$ cat config.mk
export PLATFORM = sky130hd
export DESIGN_NAME = der_tlv_stream_parser
export DESIGN_NICKNAME = d
export VERILOG_FILES = /design/src/hdl/dtp_pkg.sv /design/src/hdl/dtp_decode.sv /design/src/hdl/dtp_skid.sv /design/src/hdl/der_tlv_stream_parser.sv
export SDC_FILE = /design/constraint.sdc
export NUM_CORES = 1
export LEC_CHECK = 0
export ABC_AREA = 0
export BUFFER_PORTS_ARGS = -buffer_cell sky130_fd_sc_hd__buf_2
export CORE_MARGIN = 4
export CORE_UTILIZATION = 40
export DETAILED_ROUTE_END_ITERATION = 8
export SLEW_MARGIN = 15
export SYNTH_ARGS = -nofsm -noshare
export SYNTH_HDL_FRONTEND = slang
export SYNTH_SLANG_ARGS = --single-unit
$ cat constraint.sdc
create_clock -name clock -period 9.2 [get_ports clock]
set_clock_uncertainty 0.1 [all_clocks]
set_input_delay 2.76 -clock clock [delete_from_list [all_inputs] [get_ports clock]]
set_output_delay 2.76 -clock clock [all_outputs]
set_load 0.05 [all_outputs]
$ cat src/hdl/dtp_pkg.sv
// Shared types and constants for the DER TLV stream parser.
// No dependencies; imported by dtp_decode, dtp_skid and der_tlv_stream_parser.
package dtp_pkg;

   // longest long-form length field, in bytes after the 0x8N byte
   localparam int unsigned MAX_LEN_BYTES = 4;

   // length byte codes
   localparam logic [7:0] LEN_INDEF    = 8'h80;
   localparam logic [7:0] LEN_LONG_MIN = 8'h81;
   localparam logic [7:0] LEN_LONG_MAX = 8'(LEN_INDEF + MAX_LEN_BYTES);

   // header length values
   localparam logic [2:0] HDR_LEN_TAG   = 3'd1;
   localparam logic [2:0] HDR_LEN_SHORT = 3'd2;

   typedef enum logic [1:0] {
      PH_IDENT,
      PH_LEN1,
      PH_LENX,
      PH_DATA
   } phase_type;

   typedef enum logic [2:0] {
      KIND_HDR,
      KIND_DONE,
      KIND_KEEP,
      KIND_STRIP,
      KIND_ERR
   } kind_type;

   // parser state carried from beat to beat
   typedef struct packed {
      phase_type   phase;
      logic [7:0]  ident;
      logic [31:0] length_acc;
      logic [2:0]  len_left;
      logic [2:0]  hdr_len;
      logic [31:0] content_left;
      logic        lead_zeros;
   } state_type;

   // one result beat
   typedef struct packed {
      kind_type    kind;
      logic [7:0]  out_byte;
      logic [1:0]  tag_class;
      logic        constructed;
      logic [4:0]  tag_number;
      logic [31:0] content_length;
      logic [2:0]  header_length;
      logic        last;
   } result_type;

   localparam state_type STATE_RESET = '{
      phase:        PH_IDENT,
      ident:        8'h00,
      length_acc:   32'h0,
      len_left:     3'd0,
      hdr_len:      3'd0,
      content_left: 32'h0,
      lead_zeros:   1'b1
   };

endpackage

$ cat src/hdl/dtp_decode.sv
// Per-byte TLV decode: next parser state and the result beat for one input byte.
// Depends on dtp_pkg.
module dtp_decode (
   input  dtp_pkg::state_type  st,
   input  logic                strip_zeros,
   input  logic [7:0]          data_byte,
   output dtp_pkg::state_type  st_nxt,
   output dtp_pkg::result_type res
);
   import dtp_pkg::*;

   logic [31:0] acc_shift;
   logic [31:0] cont_dec;
   logic        cont_final;
   logic        strip;
   logic        long_ok;
   logic        len_end;
   phase_type   phase_nxt;
   kind_type    kind;
   logic        last;
   logic        hdr_valid;

   // shared datapath terms
   assign acc_shift  = {st.length_acc[23:0], data_byte};
   assign cont_dec   = st.content_left - {31'h0, (st.content_left != 32'h0)};
   assign cont_final = (cont_dec == 32'h0);
   assign strip      = strip_zeros && st.lead_zeros && (data_byte == 8'h00) && !cont_final;
   assign long_ok    = data_byte inside {[LEN_LONG_MIN:LEN_LONG_MAX]};
   assign len_end    = (st.len_left <= 3'd1);

   // next phase
   always_comb begin
      phase_nxt = st.phase;
      case (st.phase)
         PH_IDENT: phase_nxt = PH_LEN1;
         PH_LEN1: begin
            if (data_byte < LEN_INDEF) begin
               phase_nxt = (data_byte == 8'h00) ? PH_IDENT : PH_DATA;
            end else if (long_ok) begin
               phase_nxt = PH_LENX;
            end else begin
               phase_nxt = PH_IDENT;
            end
         end
         PH_LENX: begin
            if (len_end) begin
               phase_nxt = (acc_shift == 32'h0) ? PH_IDENT : PH_DATA;
            end else begin
               phase_nxt = PH_LENX;
            end
         end
         PH_DATA: phase_nxt = cont_final ? PH_IDENT : PH_DATA;
         default: phase_nxt = PH_IDENT;
      endcase
   end

   // datapath update and result kind
   always_comb begin
      st_nxt.phase        = phase_nxt;
      st_nxt.ident        = st.ident;
      st_nxt.length_acc   = st.length_acc;
      st_nxt.len_left     = st.len_left;
      st_nxt.hdr_len      = st.hdr_len;
      st_nxt.content_left = st.content_left;
      st_nxt.lead_zeros   = st.lead_zeros;
      kind                = KIND_HDR;
      last                = 1'b0;
      case (st.phase)
         PH_IDENT: begin
            st_nxt.ident      = data_byte;
            st_nxt.hdr_len    = HDR_LEN_TAG;
            st_nxt.length_acc = 32'h0;
            st_nxt.len_left   = 3'd0;
         end
         PH_LEN1: begin
            st_nxt.hdr_len = HDR_LEN_SHORT;
            if (data_byte < LEN_INDEF) begin
               st_nxt.length_acc = {24'h0, data_byte};
               kind              = KIND_DONE;
               if (data_byte == 8'h00) begin
                  last = 1'b1;
               end else begin
                  st_nxt.content_left = {24'h0, data_byte};
                  st_nxt.lead_zeros   = 1'b1;
               end
            end else if (long_ok) begin
               st_nxt.len_left   = 3'(data_byte - LEN_INDEF);
               st_nxt.length_acc = 32'h0;
            end else begin
               kind = KIND_ERR;
               last = 1'b1;
            end
         end
         PH_LENX: begin
            st_nxt.length_acc = acc_shift;
            st_nxt.hdr_len    = st.hdr_len + 3'd1;
            if (len_end) begin
               st_nxt.len_left = 3'd0;
               kind            = KIND_DONE;
               if (acc_shift == 32'h0) begin
                  last = 1'b1;
               end else begin
                  st_nxt.content_left = acc_shift;
                  st_nxt.lead_zeros   = 1'b1;
               end
            end else begin
               st_nxt.len_left = st.len_left - 3'd1;
            end
         end
         PH_DATA: begin
            st_nxt.content_left = cont_dec;
            if (!strip) begin
               st_nxt.lead_zeros = 1'b0;
            end
            kind = strip ? KIND_STRIP : KIND_KEEP;
            last = cont_final;
         end
         default: begin
            kind = KIND_ERR;
            last = 1'b1;
         end
      endcase
   end

   // result fields come from the updated header
   assign hdr_valid = (kind == KIND_DONE) || (kind == KIND_KEEP) || (kind == KIND_STRIP);

   always_comb begin
      res.kind           = kind;
      res.out_byte       = data_byte;
      res.tag_class      = hdr_valid ? st_nxt.ident[7:6] : 2'd0;
      res.constructed    = hdr_valid ? st_nxt.ident[5] : 1'b0;
      res.tag_number     = hdr_valid ? st_nxt.ident[4:0] : 5'd0;
      res.content_length = hdr_valid ? st_nxt.length_acc : 32'h0;
      res.header_length  = hdr_valid ? st_nxt.hdr_len : 3'd0;
      res.last           = last;
   end

endmodule

$ cat src/hdl/dtp_skid.sv
// Output register with a skid stage, so the input side only stalls when both are full.
// Depends on dtp_pkg.
module dtp_skid (
   input  logic                clock,
   input  logic                reset,
   input  logic                in_valid,
   output logic                in_stall,
   input  dtp_pkg::result_type in_res,
   output logic                out_valid,
   input  logic                out_stall,
   output dtp_pkg::result_type out_res
);
   import dtp_pkg::*;

   logic       out_valid_ff, out_valid_in;
   logic       skid_valid_ff, skid_valid_in;
   result_type out_res_ff, out_res_in;
   result_type skid_res_ff, skid_res_in;
   logic       take_out;
   logic       accept;
   logic       out_free;

   assign take_out = out_valid_ff && !out_stall;
   assign accept   = in_valid && !skid_valid_ff;
   assign out_free = !out_valid_ff || take_out;

   // refill the output register from the skid stage first, then from the input
   always_comb begin
      out_valid_in  = out_valid_ff;
      out_res_in    = out_res_ff;
      skid_valid_in = skid_valid_ff;
      skid_res_in   = skid_res_ff;
      if (out_free) begin
         if (skid_valid_ff) begin
            out_valid_in  = 1'b1;
            out_res_in    = skid_res_ff;
            skid_valid_in = 1'b0;
         end else begin
            out_valid_in = accept;
            out_res_in   = in_res;
         end
      end else if (accept) begin
         skid_valid_in = 1'b1;
         skid_res_in   = in_res;
      end
   end

   always_ff @(posedge clock) begin
      if (reset) begin
         out_valid_ff  <= 1'b0;
         skid_valid_ff <= 1'b0;
      end else begin
         out_valid_ff  <= out_valid_in;
         skid_valid_ff <= skid_valid_in;
      end
   end

   always_ff @(posedge clock) begin
      out_res_ff  <= out_res_in;
      skid_res_ff <= skid_res_in;
   end

   assign in_stall  = skid_valid_ff;
   assign out_valid = out_valid_ff;
   assign out_res   = out_res_ff;

   // a held beat in the skid stage always sits behind a valid output beat
   a_skid_behind_out: assert property (@(posedge clock) disable iff (reset)
      skid_valid_ff |-> out_valid_ff)
      else $error("skid beat without output beat");

   // a stalled output beat keeps its value
   a_out_hold: assert property (@(posedge clock) disable iff (reset)
      out_valid_ff && out_stall |=> out_valid_ff && out_res_ff == $past(out_res_ff))
      else $error("stalled output beat changed");

endmodule

$ cat src/hdl/der_tlv_stream_parser.sv
// DER TLV stream parser top level: parser state registers, decode and output buffer.
// Depends on dtp_pkg, dtp_decode and dtp_skid.
// Throughput: one byte per cycle while req_stall is low.
// The parser state register updates every accepted beat; result beats are registered.
// A two-entry output buffer keeps bytes flowing while one result waits on rsp_stall.
// Reset (synchronous): parser expects an identifier byte, strip_zeros is 0, buffer empty.
module der_tlv_stream_parser (
   input  logic        clock,
   input  logic        reset,
   input  logic        csr_wr_en,
   input  logic        csr_wr_data,
   input  logic        req_valid,
   output logic        req_stall,
   input  logic [7:0]  req_data_byte,
   output logic        rsp_valid,
   input  logic        rsp_stall,
   output logic [2:0]  rsp_kind,
   output logic [7:0]  rsp_out_byte,
   output logic [1:0]  rsp_tag_class,
   output logic        rsp_constructed,
   output logic [4:0]  rsp_tag_number,
   output logic [31:0] rsp_content_length,
   output logic [2:0]  rsp_header_length,
   output logic        rsp_last
);
   import dtp_pkg::*;

   logic       strip_zeros_ff;
   state_type  st_ff, st_in;
   result_type dec_res;
   result_type rsp_res;
   logic       req_accept;

   assign req_accept = req_valid && !req_stall;

   // configuration register
   always_ff @(posedge clock) begin
      if (reset) begin
         strip_zeros_ff <= 1'b0;
      end else if (csr_wr_en) begin
         strip_zeros_ff <= csr_wr_data;
      end
   end

   dtp_decode u_decode (
      .st          (st_ff),
      .strip_zeros (strip_zeros_ff),
      .data_byte   (req_data_byte),
      .st_nxt      (st_in),
      .res         (dec_res)
   );

   // parser state advances on every accepted beat
   always_ff @(posedge clock) begin
      if (reset) begin
         st_ff <= STATE_RESET;
      end else if (req_accept) begin
         st_ff <= st_in;
      end
   end

   dtp_skid u_skid (
      .clock     (clock),
      .reset     (reset),
      .in_valid  (req_valid),
      .in_stall  (req_stall),
      .in_res    (dec_res),
      .out_valid (rsp_valid),
      .out_stall (rsp_stall),
      .out_res   (rsp_res)
   );

   // result fields
   assign rsp_kind           = rsp_res.kind;
   assign rsp_out_byte       = rsp_res.out_byte;
   assign rsp_tag_class      = rsp_res.tag_class;
   assign rsp_constructed    = rsp_res.constructed;
   assign rsp_tag_number     = rsp_res.tag_number;
   assign rsp_content_length = rsp_res.content_length;
   assign rsp_header_length  = rsp_res.header_length;
   assign rsp_last           = rsp_res.last;

   // content phase always has bytes left to consume
   a_data_nonzero: assert property (@(posedge clock) disable iff (reset)
      st_ff.phase == PH_DATA |-> st_ff.content_left != 32'h0)
      else $error("content phase with no bytes left");

   // errors and plain header bytes carry no decoded header
   a_hdr_fields_zero: assert property (@(posedge clock) disable iff (reset)
      rsp_valid && (rsp_res.kind == KIND_HDR || rsp_res.kind == KIND_ERR)
      |-> rsp_res.content_length == 32'h0 && rsp_res.header_length == 3'd0)
      else $error("header fields set on header byte or error");

   // a completed element always returns the parser to the identifier phase
   a_last_to_ident: assert property (@(posedge clock) disable iff (reset)
      req_accept && dec_res.last |=> st_ff.phase == PH_IDENT)
      else $error("element end did not return to identifier phase");

   // long-form length counter never exceeds its limit
   a_len_left_range: assert property (@(posedge clock) disable iff (reset)
      st_ff.phase == PH_LENX |-> st_ff.len_left != 3'd0
         && st_ff.len_left <= 3'(MAX_LEN_BYTES))
      else $error("long-form length counter out of range");

endmodule
==> out/results.tsv <==
metric	value	unit
Pleak	3.79	nW
Slew Limit Fails	0	
CTS Root Cell	clkbuf_16	
Ports	71	
clk sinks	194	
CP Cell Sequence	buf_2, nor4_1, nand3_1, nand3_1, nand2_1, nand2_1, a21oi_1, mux2_2	
Final Hold Fails	0	
Area Overhead vs Synth	12.4	%
Non-Filler Instances	1274	
Cell Area, Placed	9710	um2
Most used DFF post-synth	edfxtp_1	
clock buffer count from CTS	17	
worst rel slew slack	23.8	%
antenna-violating nets left	0	
slew of the pin with the lowest slew margin	1.14	ns
fin area	10300	um2
share of layout cells above drive strength 1	16.4	%
startpoint type of the worst setup path	input port	
total die area	25400	um2
fin crit period	5.24	ns
Critical Path End Type	flip-flop	
syn avg cell area	9.72	um2
first-pass GRT wire length	38900	um
Final period util	57.0	%
# nets final	995	
WP buf/inv	1	
DP HPWL	15600	um
Reg clk slew, reported paths	0.07	ns
Setup Viol. Count Final	0	
CP top delay family	simple AND/OR/NAND/NOR gates	
PwrDens	205	nW/um2
overall power	2.11	mW
Post-Place Worst Slack	3.54	ns
Final WS setup	3.96	ns
Hold Path Class	flip-flop to flip-flop	
Detailed Route WL	24200	um
Via Count	7350	
cts repair resizes	0	
# Max-Cap Violations	0	
num rows	55	
register area share after synthesis	54.5	%
number of post-CTS setup repair buffers	0	
WP data required	9.28	ns
Max Clock Freq	191	MHz
Port-buffer cells	70	
status	finished, final reports clean	
Routability Congestion	0.870	
Syn Nets	961	
Hold Worst Slack	0.355	ns
CTS Buffer Depth	2	
vias in the first global route	6877	
number of unique standard cell types used by synthesis	63	
Setup Crit Path Kind	input port to flip-flop	
number of enable flip-flop cells after synthesis	110	
fill count	2144	
routed vias/inst	5.77	
DR iter-0 viols	717	
WP data arrival	5.33	ns
initial antenna violation count	0	
H-tree depth	4	
Worst R2R Path Depth	14	
register bit total from synthesis	194	
slowest cell on the critical path	nand2_1	
Max VDD drop	0.000107	V
later-pin clock latency in the skew report	0.43	ns
WL/cell	19.0	um
RSZ-0062 raised after global routing	no	
die height	159	um
pin count of the biggest net entering global routing	85	
cell depth of the worst setup path	8	
TritonCTS clock tree	yes	
maximum fanout along the worst path	29	
post-synthesis async set-or-reset flop share	0	%
Core Region	22600	um2
drt pass-1 iters	5	
hold buffers post-CTS	0	
setup tns final	0	ns
hold path depth	2	
initial core utilization	40.5	%
final core utilization	45.6	%
GR Overflow Total	0	
GRT Util Overall	18.9	%
die width	159	um
DRC violations left	0	
max incr delay on CP	0.69	ns
Syn Std Cell Area	9150	um2
# diodes	0	
Syn Inst Count	942	
Ys Warns	0	
cell count after placement	1242	
## final cells by class
class	count	area, um2	share of cell area, %
Clock buffer	17	425	4.14
Multi-Input combinational cell	672	3890	37.9
Inverter	8	30.0	0.292
Timing Repair Buffer	83	448	4.36
Sequential cell	194	4990	48.5
Tap cell	285	357	3.47
Clock inverter	15	144	1.40
## worst paths after layout
check	endpoint	startpoint	slack, ns
max	u_skid.out_res[18]$_DFFE_PP_	req_data_byte[4]	3.96
min	st_ff[73]$_SDFFE_PP0P_	st_ff[73]$_SDFFE_PP0P_	0.35
max reg2reg	u_skid.out_res[52]$_DFFE_PP_	st_ff[9]$_SDFFE_PP0P_	4.48
min reg2reg	st_ff[73]$_SDFFE_PP0P_	st_ff[73]$_SDFFE_PP0P_	0.35
## synth_stat cells (all sizes together) (7+ instances only)
| cell | count | area (um2) |
|---|---|---|
| a211oi | 7 | 52.6 |
| a21oi | 60 | 300 |
| a22oi | 51 | 383 |
| buf | 8 | 38.8 |
| clkbuf | 60 | 225 |
| dfxtp | 84 | 1680 |
| edfxtp | 110 | 3300 |
| inv | 8 | 30.0 |
| mux2 | 29 | 327 |
| mux2i | 10 | 100 |
| nand2 | 144 | 541 |
| nand2b | 9 | 56.3 |
| nand3 | 8 | 40.0 |
| nand4 | 9 | 62.6 |
| nor2 | 142 | 533 |
| nor3 | 20 | 105 |
| nor4 | 23 | 171 |
| o21ai | 40 | 200 |
| o31ai | 33 | 262 |
| xnor2 | 7 | 61.3 |
## cells by family (layout without fill, tap and decap cells)
family                   count (synthesis)  count (layout)  share of synthesized area (%)
AND/OR/NAND/NOR                        388             388                           19.2
AO/OA/AOI/OAI                          228             228                           16.6
adder cells (fa/ha/maj)                  5               5                          0.684
multiplexers                            39              39                           4.66
buffers and inverters                   76             123                           3.21
flip-flops                             194             194                           54.5
XOR/XNOR                                12              12                           1.15
## worst register-to-register path, delay by kind of cell (launching register included)
| family | cells | cell delay (ns) |
|---|---|---|
| and+or+nand+nor | 9 | 2.69 |
| adders and majority gates | 2 | 0.60 |
| AOI/OAI and AO/OA | 2 | 0.38 |
| muxes | 1 | 0.31 |
| DFF | 1 | 0.39 |
## power by group
group | switching, mW | internal [mW]
logic | 0.306 | 0.117
registers | 0.0210 | 0.952
clock network | 0.357 | 0.360
total | 0.684 | 1.43
## layout by cell type, fill, tap and decap left out, types with 7 or more instances in the layout
master and instances:
xnor2_1 7, buf_4 13, inv_1 8, nor3_1 19, clkbuf_16 17, buf_2 70
nand2_1 143, nand4_1 8, nor4_1 20, o21ai_0 40, dfxtp_1 83, mux2_2 29
a21oi_1 60, nor2_1 140, o31ai_1 32, nand2b_1 9, a22oi_1 51, nand3_1 8
a211oi_1 7, edfxtp_1 110, mux2i_1 10
## routing by layer
layer	vias up	global-route usage, %	wire length [um]
met5	-	0	0
met1	3553	27.0	11200
li1	3515	-	-
met3	39	3.49	1430
met2	243	29.3	11000
met4	0	5.92	510
## flip-flops by register name, summed over array words and instances, names as in the netlist
| name | flops |
|---|---|
| strip_zeros_ff | 1 |
| u_skid.skid_res_ff | 55 |
| st_ff | 81 |
| u_skid.out_valid | 1 |
| u_skid.in_stall | 1 |
| u_skid.out_res | 55 |
Note: power is estimated with default switching activity, not from simulation.
